**config.mk**
```make
export PLATFORM = sky130hd
export DESIGN_NAME = equal_width_histogram_flat
export DESIGN_NICKNAME = d
export VERILOG_FILES = /design/src/design/ewh_pkg.sv /design/src/design/ewh_intf.sv /design/src/design/ewh_ram.sv /design/src/design/ewh_ctrl.sv /design/src/design/ewh_dp.sv /design/src/design/equal_width_histogram.sv /design/src/flat_wrapper.sv
export SDC_FILE = /design/constraint.sdc
export NUM_CORES = 2
export LEC_CHECK = 0
export BUFFER_PORTS_ARGS = -buffer_cell sky130_fd_sc_hd__buf_2
export CORE_ASPECT_RATIO = 1.2
export CORE_MARGIN = 2
export CORE_UTILIZATION = 35
export CTS_BUF_LIST = sky130_fd_sc_hd__clkbuf_2 sky130_fd_sc_hd__clkbuf_4 sky130_fd_sc_hd__clkbuf_8
export CTS_CLUSTER_DIAMETER = 40
export DETAILED_ROUTE_END_ITERATION = 12
export MAX_ROUTING_LAYER = met4
export PLACE_DENSITY = 0.57
export SETUP_SLACK_MARGIN = 0.5
export SLEW_MARGIN = 20
export SYNTH_ARGS = -nofsm -noshare
export SYNTH_HDL_FRONTEND = slang
export SYNTH_SLANG_ARGS = --single-unit
export TNS_END_PERCENT = 100
```
**constraint.sdc**
```tcl
create_clock -name clock -period 7.4 [get_ports clock]
set_clock_uncertainty 0.05 [all_clocks]
set_input_delay 0.37 -clock clock [delete_from_list [all_inputs] [get_ports clock]]
set_output_delay 0.37 -clock clock [all_outputs]
set_load 0.005 [all_outputs]
```
**src/design/ewh_pkg.sv**
```systemverilog
// Shared types and constants for the equal-width histogram block.
`timescale 1ns / 1ps

package ewh_pkg;

   // Fixed field widths of the channels.
   localparam int SAMPLE_W = 16;
   localparam int OUT_W    = 16;
   localparam int BIN_IDX_W = 6;
   localparam int USED_W   = 7;
   localparam int CSR_IDX_W = 2;
   localparam int CSR_DATA_W = 16;

   // Configuration register indexes.
   localparam logic [CSR_IDX_W-1:0] CSR_RANGE_LOW = 2'd0;
   localparam logic [CSR_IDX_W-1:0] CSR_BIN_WIDTH = 2'd1;
   localparam logic [CSR_IDX_W-1:0] CSR_BINS_USED = 2'd2;

   // Configuration reset values.
   localparam logic [SAMPLE_W-1:0] RANGE_LOW_RST = 16'h8000;
   localparam logic [SAMPLE_W-1:0] BIN_WIDTH_RST = 16'd4096;
   localparam logic [USED_W-1:0]   BINS_USED_RST = 7'd16;

   typedef enum logic [6:0] {
      ST_IDLE   = 7'b0000001,
      ST_DIV    = 7'b0000010,
      ST_RD     = 7'b0000100,
      ST_WR     = 7'b0001000,
      ST_EM_RD  = 7'b0010000,
      ST_EM_LD  = 7'b0100000,
      ST_EM_OUT = 7'b1000000
   } state_type;

   // Commands from the controller to the datapath.
   typedef struct packed {
      logic load;       // capture a request and set up the bin search
      logic step;       // one restoring division step
      logic rd_bin;     // read the count of the selected bin
      logic wr_bin;     // write back the incremented count
      logic emit_rd;    // read the count of the bin being reported
      logic emit_load;  // fill the response register
      logic emit_next;  // advance to the next bin to report
      logic clear;      // drop all counts and the set size
   } cmd_type;

   // Status from the datapath to the controller.
   typedef struct packed {
      logic div_done;
      logic set_last;
      logic emit_final;
      logic rsp_taken;
   } status_type;

endpackage

```
**src/design/ewh_intf.sv**
```systemverilog
// Channel interfaces: sample requests, bin responses and register writes.
`timescale 1ns / 1ps

interface ewh_req_if import ewh_pkg::*; ();
   logic                       valid;
   logic                       ready;
   logic signed [SAMPLE_W-1:0] sample;
   logic                       last;

   modport source (output valid, output sample, output last, input ready);
   modport sink   (input valid, input sample, input last, output ready);
endinterface

interface ewh_rsp_if import ewh_pkg::*; ();
   logic                 valid;
   logic                 ready;
   logic [BIN_IDX_W-1:0] bin_index;
   logic [OUT_W-1:0]     bin_total;
   logic [OUT_W-1:0]     set_size;
   logic                 final_bin;

   modport source (output valid, output bin_index, output bin_total, output set_size,
                   output final_bin, input ready);
   modport sink   (input valid, input bin_index, input bin_total, input set_size,
                   input final_bin, output ready);
endinterface

interface ewh_csr_if import ewh_pkg::*; ();
   logic                  valid;
   logic                  ready;
   logic [CSR_IDX_W-1:0]  index;
   logic [CSR_DATA_W-1:0] data;

   modport source (output valid, output index, output data, input ready);
   modport sink   (input valid, input index, input data, output ready);
endinterface

```
**src/design/ewh_ram.sv**
```systemverilog
// Generic single-write, single-read RAM with registered read data.
`timescale 1ns / 1ps

module ewh_ram #(
   parameter int WIDTH = 16,
   parameter int DEPTH = 64
) (
   input  logic                                   clock,
   input  logic                                   we,
   input  logic [((DEPTH > 1) ? $clog2(DEPTH) : 1)-1:0] waddr,
   input  logic [WIDTH-1:0]                       wdata,
   input  logic                                   re,
   input  logic [((DEPTH > 1) ? $clog2(DEPTH) : 1)-1:0] raddr,
   output logic [WIDTH-1:0]                       rdata
);

   logic [WIDTH-1:0] mem_ff [DEPTH];
   logic [WIDTH-1:0] rdata_ff;

   always_ff @(posedge clock) begin
      if (we) begin
         mem_ff[waddr] <= wdata;
      end
      if (re) begin
         rdata_ff <= mem_ff[raddr];
      end
   end

   assign rdata = rdata_ff;

endmodule

```
**src/design/ewh_ctrl.sv**
```systemverilog
// Sequencer for binning one sample and for reporting the bins of a set.
`timescale 1ns / 1ps

module ewh_ctrl import ewh_pkg::*; (
   input  logic       clock,
   input  logic       reset,
   input  logic       req_valid,
   output logic       req_ready,
   input  status_type status,
   output cmd_type    cmd
);

   state_type state_ff, state_in;

   always_ff @(posedge clock) begin
      if (reset) begin
         state_ff <= ST_IDLE;
      end else begin
         state_ff <= state_in;
      end
   end

   always_comb begin
      state_in  = state_ff;
      cmd       = '0;
      req_ready = 1'b0;
      unique case (state_ff)
         ST_IDLE: begin
            req_ready = 1'b1;
            if (req_valid) begin
               cmd.load = 1'b1;
               state_in = ST_DIV;
            end
         end
         ST_DIV: begin
            cmd.step = 1'b1;
            if (status.div_done) begin
               state_in = ST_RD;
            end
         end
         ST_RD: begin
            cmd.rd_bin = 1'b1;
            state_in   = ST_WR;
         end
         ST_WR: begin
            cmd.wr_bin = 1'b1;
            state_in   = status.set_last ? ST_EM_RD : ST_IDLE;
         end
         ST_EM_RD: begin
            cmd.emit_rd = 1'b1;
            state_in    = ST_EM_LD;
         end
         ST_EM_LD: begin
            cmd.emit_load = 1'b1;
            state_in      = ST_EM_OUT;
         end
         ST_EM_OUT: begin
            if (status.rsp_taken) begin
               if (status.emit_final) begin
                  cmd.clear = 1'b1;
                  state_in  = ST_IDLE;
               end else begin
                  cmd.emit_next = 1'b1;
                  state_in      = ST_EM_RD;
               end
            end
         end
         default: begin
            state_in = ST_IDLE;
         end
      endcase
   end

endmodule

```
**src/design/ewh_dp.sv**
```systemverilog
// Datapath: registers, bin search by restoring division, count memory, response register.
`timescale 1ns / 1ps

module ewh_dp import ewh_pkg::*; #(
   parameter int MAX_BINS   = 64,
   parameter int COUNT_BITS = 16
) (
   input  logic                        clock,
   input  logic                        reset,
   input  cmd_type                     cmd,
   output status_type                  status,
   input  logic                        csr_we,
   input  logic [CSR_IDX_W-1:0]        csr_index,
   input  logic [CSR_DATA_W-1:0]       csr_data,
   input  logic signed [SAMPLE_W-1:0]  req_sample,
   input  logic                        req_last,
   input  logic                        rsp_ready,
   output logic                        rsp_valid,
   output logic [BIN_IDX_W-1:0]        rsp_bin_index,
   output logic [OUT_W-1:0]            rsp_bin_total,
   output logic [OUT_W-1:0]            rsp_set_size,
   output logic                        rsp_final_bin
);

   localparam int IDX_W  = (MAX_BINS > 1) ? $clog2(MAX_BINS) : 1;
   localparam int STEP_W = (IDX_W > 1) ? $clog2(IDX_W) : 1;
   localparam int DW     = SAMPLE_W + IDX_W;

   function automatic logic [OUT_W-1:0] sat_out(input logic [COUNT_BITS-1:0] c);
      return (32'(c) > 32'hFFFF) ? 16'hFFFF : OUT_W'(c);
   endfunction

   // Configuration registers.
   logic signed [SAMPLE_W-1:0] range_low_ff;
   logic [SAMPLE_W-1:0]        bin_width_ff;
   logic [USED_W-1:0]          bins_used_ff;

   always_ff @(posedge clock) begin
      if (reset) begin
         range_low_ff <= RANGE_LOW_RST;
         bin_width_ff <= BIN_WIDTH_RST;
         bins_used_ff <= BINS_USED_RST;
      end else if (csr_we) begin
         unique case (csr_index)
            CSR_RANGE_LOW: range_low_ff <= csr_data;
            CSR_BIN_WIDTH: bin_width_ff <= csr_data;
            CSR_BINS_USED: bins_used_ff <= csr_data[USED_W-1:0];
            default: ;
         endcase
      end
   end

   logic [USED_W-1:0] used;
   logic [IDX_W-1:0]  last_bin;

   always_comb begin
      if (bins_used_ff == '0) begin
         used = USED_W'(1);
      end else if (bins_used_ff > USED_W'(MAX_BINS)) begin
         used = USED_W'(MAX_BINS);
      end else begin
         used = bins_used_ff;
      end
      last_bin = IDX_W'(used - USED_W'(1));
   end

   // Bin search: quotient of (sample - range_low) by the width, one bit per step.
   logic [SAMPLE_W-1:0] rem_ff, rem_in;
   logic [IDX_W-1:0]    quo_ff, quo_in;
   logic [STEP_W-1:0]   step_ff, step_in;
   logic                oor_ff, oor_in;
   logic                last_ff;
   logic [SAMPLE_W:0]   diff;
   logic [DW-1:0]       divisor;

   assign diff    = {req_sample[SAMPLE_W-1], req_sample}
                  - {range_low_ff[SAMPLE_W-1], range_low_ff};
   assign divisor = DW'(bin_width_ff) << step_ff;

   always_comb begin
      rem_in  = rem_ff;
      quo_in  = quo_ff;
      step_in = step_ff;
      oor_in  = oor_ff;
      if (cmd.load) begin
         rem_in  = diff[SAMPLE_W-1:0];
         quo_in  = '0;
         step_in = STEP_W'(IDX_W - 1);
         // Below the range, or a quotient too large for any bin (zero width included).
         oor_in  = diff[SAMPLE_W]
                 | (DW'(diff[SAMPLE_W-1:0]) >= (DW'(bin_width_ff) << IDX_W));
      end else if (cmd.step) begin
         if (DW'(rem_ff) >= divisor) begin
            rem_in = rem_ff - divisor[SAMPLE_W-1:0];
            quo_in = quo_ff | (IDX_W'(1) << step_ff);
         end
         if (step_ff != '0) begin
            step_in = step_ff - STEP_W'(1);
         end
      end
   end

   always_ff @(posedge clock) begin
      rem_ff  <= rem_in;
      quo_ff  <= quo_in;
      step_ff <= step_in;
      oor_ff  <= oor_in;
      if (cmd.load) begin
         last_ff <= req_last;
      end
   end

   logic [IDX_W-1:0] bin_sel;
   logic [IDX_W-1:0] bin_ff;

   assign bin_sel = (!oor_ff && (USED_W'(quo_ff) < used)) ? quo_ff : last_bin;

   always_ff @(posedge clock) begin
      if (cmd.rd_bin) begin
         bin_ff <= bin_sel;
      end
   end

   // Count memory with one valid bit per bin; an invalid bin reads as zero.
   logic [MAX_BINS-1:0]   valid_ff;
   logic [COUNT_BITS-1:0] ram_rdata;
   logic [COUNT_BITS-1:0] base_cnt;
   logic [COUNT_BITS-1:0] next_cnt;
   logic [COUNT_BITS-1:0] seen_ff;
   logic [IDX_W-1:0]      k_ff;

   assign base_cnt = valid_ff[bin_ff] ? ram_rdata : '0;
   assign next_cnt = (base_cnt == '1) ? base_cnt : base_cnt + COUNT_BITS'(1);

   ewh_ram #(
      .WIDTH (COUNT_BITS),
      .DEPTH (MAX_BINS)
   ) u_count_ram (
      .clock (clock),
      .we    (cmd.wr_bin),
      .waddr (bin_ff),
      .wdata (next_cnt),
      .re    (cmd.rd_bin | cmd.emit_rd),
      .raddr (cmd.emit_rd ? k_ff : bin_sel),
      .rdata (ram_rdata)
   );

   always_ff @(posedge clock) begin
      if (reset || cmd.clear) begin
         valid_ff <= '0;
         seen_ff  <= '0;
         k_ff     <= '0;
      end else begin
         if (cmd.wr_bin) begin
            valid_ff[bin_ff] <= 1'b1;
            if (seen_ff != '1) begin
               seen_ff <= seen_ff + COUNT_BITS'(1);
            end
         end
         if (cmd.emit_next) begin
            k_ff <= k_ff + IDX_W'(1);
         end
      end
   end

   // Response register.
   logic                 rsp_valid_ff;
   logic [BIN_IDX_W-1:0] bin_index_ff;
   logic [OUT_W-1:0]     bin_total_ff;
   logic [OUT_W-1:0]     set_size_ff;
   logic                 final_bin_ff;

   always_ff @(posedge clock) begin
      if (reset) begin
         rsp_valid_ff <= 1'b0;
      end else if (cmd.emit_load) begin
         rsp_valid_ff <= 1'b1;
      end else if (rsp_ready) begin
         rsp_valid_ff <= 1'b0;
      end
   end

   always_ff @(posedge clock) begin
      if (cmd.emit_load) begin
         bin_index_ff <= BIN_IDX_W'(k_ff);
         bin_total_ff <= valid_ff[k_ff] ? sat_out(ram_rdata) : '0;
         set_size_ff  <= sat_out(seen_ff);
         final_bin_ff <= (k_ff == last_bin);
      end
   end

   assign rsp_valid     = rsp_valid_ff;
   assign rsp_bin_index = bin_index_ff;
   assign rsp_bin_total = bin_total_ff;
   assign rsp_set_size  = set_size_ff;
   assign rsp_final_bin = final_bin_ff;

   assign status.div_done   = (step_ff == '0);
   assign status.set_last   = last_ff;
   assign status.emit_final = (k_ff == last_bin);
   assign status.rsp_taken  = rsp_valid_ff & rsp_ready;

endmodule

```
**src/design/equal_width_histogram.sv**
```systemverilog
// Top level of the equal-width histogram: channels, controller, datapath, checks.
`timescale 1ns / 1ps

// Channel   Direction  Handshake          Payload
// req_ch    in         valid / ready      sample (Q1.15), last
// rsp_ch    out        valid / ready      bin_index, bin_total, set_size, final_bin
// csr_ch    in         valid / ready (=1) index, data
//
// Each request is accepted, then runs one restoring division step per bin index bit,
// then a read and a write of the count memory. A request flagged last is followed
// by a report of every bin in use, each bin going through ST_EM_RD, ST_EM_LD and
// ST_EM_OUT; a stalled response holds the block in place.
// Reset loads the register defaults and empties every bin at once through a valid
// bit per bin, so no clearing pass is needed.

module equal_width_histogram import ewh_pkg::*; #(
   parameter int MAX_BINS   = 64,
   parameter int COUNT_BITS = 16
) (
   input logic             clock,
   input logic             reset,
   ewh_req_if.sink         req_ch,
   ewh_rsp_if.source       rsp_ch,
   ewh_csr_if.sink         csr_ch
);

   cmd_type    cmd;
   status_type status;
   logic       req_ready;

   // Register writes are always taken; the user must write the block only while idle, which the block does not enforce.
   assign csr_ch.ready = 1'b1;
   assign req_ch.ready = req_ready;

   // The controller walks each request through search, update and, at the end
   // of a set, the per-bin report.
   ewh_ctrl u_ctrl (
      .clock     (clock),
      .reset     (reset),
      .req_valid (req_ch.valid),
      .req_ready (req_ready),
      .status    (status),
      .cmd       (cmd)
   );

   // The datapath owns the registers, the division unit, the count memory and
   // the response register.
   ewh_dp #(
      .MAX_BINS   (MAX_BINS),
      .COUNT_BITS (COUNT_BITS)
   ) u_dp (
      .clock         (clock),
      .reset         (reset),
      .cmd           (cmd),
      .status        (status),
      .csr_we        (csr_ch.valid),
      .csr_index     (csr_ch.index),
      .csr_data      (csr_ch.data),
      .req_sample    (req_ch.sample),
      .req_last      (req_ch.last),
      .rsp_ready     (rsp_ch.ready),
      .rsp_valid     (rsp_ch.valid),
      .rsp_bin_index (rsp_ch.bin_index),
      .rsp_bin_total (rsp_ch.bin_total),
      .rsp_set_size  (rsp_ch.set_size),
      .rsp_final_bin (rsp_ch.final_bin)
   );

   // A new request is never taken while a response is pending.
   a_no_overlap: assert property (@(posedge clock) disable iff (reset)
      !(req_ch.ready && rsp_ch.valid))
      else $error("request accepted while a response is pending");

   // The response for the last bin returns the block to accepting requests.
   a_final_frees: assert property (@(posedge clock) disable iff (reset)
      (rsp_ch.valid && rsp_ch.ready && rsp_ch.final_bin) |=> req_ch.ready)
      else $error("block not idle after the final bin was reported");

   // Any other response keeps the report going.
   a_report_continues: assert property (@(posedge clock) disable iff (reset)
      (rsp_ch.valid && rsp_ch.ready && !rsp_ch.final_bin) |=> !req_ch.ready)
      else $error("report ended before the final bin");

   // A reported set always holds at least the sample that ended it.
   a_set_nonempty: assert property (@(posedge clock) disable iff (reset)
      $rose(rsp_ch.valid) |-> (rsp_ch.set_size != 16'd0))
      else $error("report of an empty set");

endmodule
```
**src/flat_wrapper.sv**
```systemverilog
// flat-port wrapper written by rule: the top's interface ports become plain ports
module equal_width_histogram_flat import ewh_pkg::*;
#(
   parameter int MAX_BINS   = 64,
   parameter int COUNT_BITS = 16
)
  (clock, reset, req_ch_valid, req_ch_sample, req_ch_last, req_ch_ready, rsp_ch_valid, rsp_ch_bin_index, rsp_ch_bin_total, rsp_ch_set_size, rsp_ch_final_bin, rsp_ch_ready, csr_ch_valid, csr_ch_index, csr_ch_data, csr_ch_ready);
  ewh_req_if req_ch_i ();
  ewh_rsp_if rsp_ch_i ();
  ewh_csr_if csr_ch_i ();
  input logic clock;
  input logic reset;
  input wire logic [$bits(req_ch_i.valid)-1:0] req_ch_valid;
  input wire logic [$bits(req_ch_i.sample)-1:0] req_ch_sample;
  input wire logic [$bits(req_ch_i.last)-1:0] req_ch_last;
  output wire logic [$bits(req_ch_i.ready)-1:0] req_ch_ready;
  output wire logic [$bits(rsp_ch_i.valid)-1:0] rsp_ch_valid;
  output wire logic [$bits(rsp_ch_i.bin_index)-1:0] rsp_ch_bin_index;
  output wire logic [$bits(rsp_ch_i.bin_total)-1:0] rsp_ch_bin_total;
  output wire logic [$bits(rsp_ch_i.set_size)-1:0] rsp_ch_set_size;
  output wire logic [$bits(rsp_ch_i.final_bin)-1:0] rsp_ch_final_bin;
  input wire logic [$bits(rsp_ch_i.ready)-1:0] rsp_ch_ready;
  input wire logic [$bits(csr_ch_i.valid)-1:0] csr_ch_valid;
  input wire logic [$bits(csr_ch_i.index)-1:0] csr_ch_index;
  input wire logic [$bits(csr_ch_i.data)-1:0] csr_ch_data;
  output wire logic [$bits(csr_ch_i.ready)-1:0] csr_ch_ready;
  assign req_ch_i.valid = req_ch_valid;
  assign req_ch_i.sample = req_ch_sample;
  assign req_ch_i.last = req_ch_last;
  assign req_ch_ready = req_ch_i.ready;
  assign rsp_ch_valid = rsp_ch_i.valid;
  assign rsp_ch_bin_index = rsp_ch_i.bin_index;
  assign rsp_ch_bin_total = rsp_ch_i.bin_total;
  assign rsp_ch_set_size = rsp_ch_i.set_size;
  assign rsp_ch_final_bin = rsp_ch_i.final_bin;
  assign rsp_ch_i.ready = rsp_ch_ready;
  assign csr_ch_i.valid = csr_ch_valid;
  assign csr_ch_i.index = csr_ch_index;
  assign csr_ch_i.data = csr_ch_data;
  assign csr_ch_ready = csr_ch_i.ready;
  equal_width_histogram #(.MAX_BINS(MAX_BINS), .COUNT_BITS(COUNT_BITS)) u_core (.clock(clock), .reset(reset), .req_ch(req_ch_i), .rsp_ch(rsp_ch_i), .csr_ch(csr_ch_i));
endmodule
```
==> run metrics <==
final hold violations=0; reg2reg end=u_core.u_dp.u_count_ram.mem_ff[15][9]; Ys Warns=0; drt wl/cell=24.1 um; final-report max-slew violation count=0; gpl congestion=~0.89; leak pwr=approximately 21 nW; Hold Crit Start=req_ch_sample[14]; Setup violations, final=0; chip width=~360 um; ranking of synthesized cells by area=edfxtp_1, dfxtp_1, nand2_1, mux2i_1, nand3_1; max-cap check violation count=0; vias post-DR=~35,000; cell with the most instances after synthesis=edfxtp_1; top cell type's share of synthesized area=0.633; clock-pin slew on the worst setup and hold paths=0.06 ns; DRT iter0 DRCs=about 3,600; Hold Path End=u_core.u_dp.oor_ff; Reg power frac=0.481; first-pass detailed-route iteration total=6; setup bufs post-CTS=0; #FFs+latches synth=around 1,200; CTS tree=built; register area share after synthesis=0.687; Worst-Margin Slew=around 1.1 ns; Cell variety after synth=78; predominant post-synthesis flop cell=edfxtp_1; antenna violations before repair=10; Gate power share=0.135; Post-DRT Antenna Nets=0; mapped cell area=0.0523 sq mm; EDFF count, synth=roughly 1,100; Arr. time, crit path=~6.7 ns; Async SR Flop Fraction=0; Clk Latency, worst-skew pair=between 0.9 and 1 ns; worst reg2reg path depth=19; die area=0.153 sq mm; Syn Area/Cell=around 13 sq um; final period utilization=0.829; Rel. slew slack=0.246; Hold Path Depth=5; vias in the first global route=33,757; Clock power frac=0.384; Sw Ratio=0.266; achievable frequency=approximately 0.16 GHz; min Tclk post-route=6.13 ns; crit path max fanout=a little over 40; switching power=roughly 4.2 mW; Post-Place Cells=5,963; total gr overflow=0; Synth-to-Final Area Change=15.1%; fraction of layout cells with a size suffix above 1=0.160; Rows=155; Synth top cells by count=edfxtp_1, nand2_1, nand3_1, nor2_1, mux2i_1; Peak VDD IR=around 0.18 mV; Critical Path Source Type=flip-flop; final net count=roughly 4,300; Setup TNS=0 ns; Total GRT Usage=0.205; Design Power=15.8 mW; Initial Util=0.352; Yosys top cell by area=edfxtp_1; clk sinks=between 1,000 and 1,500; fillers=between 10,000 and 15,000; Ports=slightly above 80; Critical Path End Type=flip-flop; Core ar.=0.149 sq mm; largest net degree at the start of global routing=about 130; RSZ-0062 raised after global routing=false; run status=complete, no violations; final cell count without fillers=between 6,000 and 7,000; Worst EP required=about 8 ns; H-Tree Depth=4; final wirelength=~150,000 um; R2R Setup Slk=1.27 ns; Post-Syn Nets=slightly above 4,000; port bufs=80; kind of critical path=flip-flop to flip-flop; Cells after Synth=~4,000; P per Cell Area=roughly 260 mW/mm^2; clock buffer depth=3; CTS root buffer=clkbuf_8; HP Class=input pin to flip-flop; DP Wirelength=roughly 94,000 um; drc violations=0; Reg2Reg Launch Point=u_core.u_dp.bin_ff[1]; via/cell ratio=roughly 5.4; Die H=about 430 um; first-pass GRT wire length=about 220,000 um; Int Pwr=roughly 12 mW; clock buffer count from CTS=about 200; fin util=0.405
-- layout by cell type, fill, tap and decap left out, types with 24 or more instances in the layout --
| cell | instances |
|---|---|
| nand4_1 | 58 |
| a31oi_1 | 24 |
| a211oi_1 | 161 |
| clkbuf_8 | 217 |
| nor2_2 | 36 |
| xnor2_1 | 35 |
| nand2_1 | 628 |
| buf_4 | 124 |
| nor2_1 | 260 |
| edfxtp_1 | 1103 |
| a21oi_1 | 121 |
| ha_1 | 56 |
| clkbuf_4 | 83 |
| nor3_1 | 42 |
| nor2_4 | 30 |
| dfxtp_1 | 141 |
| buf_2 | 80 |
| clkinv_1 | 43 |
| mux2i_1 | 186 |
| xor2_1 | 31 |
| nand3_1 | 345 |
| o21ai_0 | 69 |
| inv_1 | 55 |
| dlygate4sd3_1 | 36 |
| a2bb2oi_1 | 43 |
| mux4_2 | 41 |
-- power groups by stage --
stage / sequential, mW / combinational, mW / clock [mW]
after global placement: 7.77 / 2.11 / 0
after detailed placement: 7.77 / 2.13 / 0
after floorplan: 7.76 / 1.42 / 0
after CTS: 7.62 / 2.15 / 6.18
final: 7.62 / 2.14 / 6.08
after global routing: 7.62 / 2.32 / 6.48
-- layout make-up --
cell class | count | area [sq um] | area share
Sequential cell | 1245 | 36000 | 0.597
Clock inverter | 76 | 524 | 0.00871
Clock buffer | 300 | 3610 | 0.0599
Inverter | 56 | 210 | 0.00349
Antenna cell | 4 | 10.0 | 0.000166
Tap cell | 1962 | 2450 | 0.0408
Multi-Input combinational cell | 2488 | 15600 | 0.259
Timing Repair Buffer | 249 | 1870 | 0.0310
-- cells by family (layout without fill, tap and decap cells) --
group	after synthesis	in the layout	synth area share
other cells	1	5	0.0000717
buf+inv	287	681	0.0232
compound gates	561	561	0.0730
xor+xnor	66	66	0.0110
fa+ha+maj	58	58	0.0142
simple gates	1555	1555	0.134
mux	247	247	0.0575
flops	1245	1245	0.687
-- state kept, by name, summed over array words and instances (netlist names) --
register                        count
u_core.u_dp.k_ff                    6
u_core.u_dp.bins_used_ff            7
u_core.u_dp.u_count_ram.mem_ff   1024
u_core.u_dp.last_ff                 1
u_core.u_dp.rsp_bin_index           6
u_core.u_dp.u_count_ram.rdata      16
u_core.u_dp.quo_ff                  6
u_core.u_dp.oor_ff                  1
u_core.u_dp.rsp_bin_total          16
u_core.u_dp.bin_ff                  6
u_core.u_dp.rsp_valid               1
u_core.u_dp.rsp_set_size           16
u_core.u_dp.valid_ff               64
u_core.u_dp.rsp_final_bin           1
u_core.u_dp.rem_ff                 16
u_core.u_ctrl.state_ff              7
u_core.u_dp.range_low_ff           16
u_core.u_dp.bin_width_ff           16
u_core.u_dp.seen_ff                16
u_core.u_dp.step_ff                 3
-- worst max path at each step --
stage / startpoint / to / slack (ns) / cells past startpoint
after global placement: u_core.u_dp.bin_ff[2] / u_core.u_dp.u_count_ram.mem_ff[20][9] / 1.33 / 19
final: u_core.u_dp.bin_ff[1] / u_core.u_dp.u_count_ram.mem_ff[15][9] / 1.27 / 19
after global routing: u_core.u_dp.bin_ff[1] / u_core.u_dp.u_count_ram.mem_ff[12][9] / 0.87 / 19
after floorplan: u_core.u_dp.bin_ff[1] / u_core.u_dp.u_count_ram.mem_ff[0][7] / 0.77 / 16
after CTS: u_core.u_dp.bin_ff[2] / u_core.u_dp.u_count_ram.mem_ff[15][9] / 1.20 / 19
after detailed placement: u_core.u_dp.bin_ff[2] / u_core.u_dp.u_count_ram.mem_ff[23][9] / 1.24 / 19
-- repair_timing --
action                                 4_1_cts  5_1_grt
hold buffers                                36        0
resized for setup                            0        0
endpoints found under the hold margin       61        0
-- worst max-delay path, stage by stage (launching register included) --
cell       delay [ns]
edfxtp_1         0.74
mux4_2           0.59
mux4_2           0.47
nand2_1          0.09
o31ai_1          0.09
a2111oi_2        0.53
buf_4            0.47
nor2b_1          0.10
ha_1             0.25
nand3_1          0.09
nor2_1           0.08
nand4_1          0.15
and2_1           0.22
and3_1           0.21
nand3_1          0.14
nor2_1           0.27
nand2_1          0.10
xor2_1           0.18
nor2_4           0.50
buf_4            0.48
-- stage by stage --
step	hold WS [ns]	cell area [sq um]	setup WS [ns]
2_1_floorplan	0.356	52300	0.770
4_1_cts	0.0110	60200	1.20
6_report	0.105	60200	1.27
3_3_place_gp	0.394	55700	1.33
3_5_place_dp	0.399	55700	1.24
5_1_grt	0.0778	60200	0.869
-- layer usage --
metal  GRT usage  vias to the layer above  share of wire
met2       0.337                     1375           0.49
met4      0.0702                        0          0.031
met5           -                        -              0
li1            -                    15569              -
met1       0.259                    17536           0.41
met3      0.0318                      258          0.066
(Power assumes the default switching activity.)
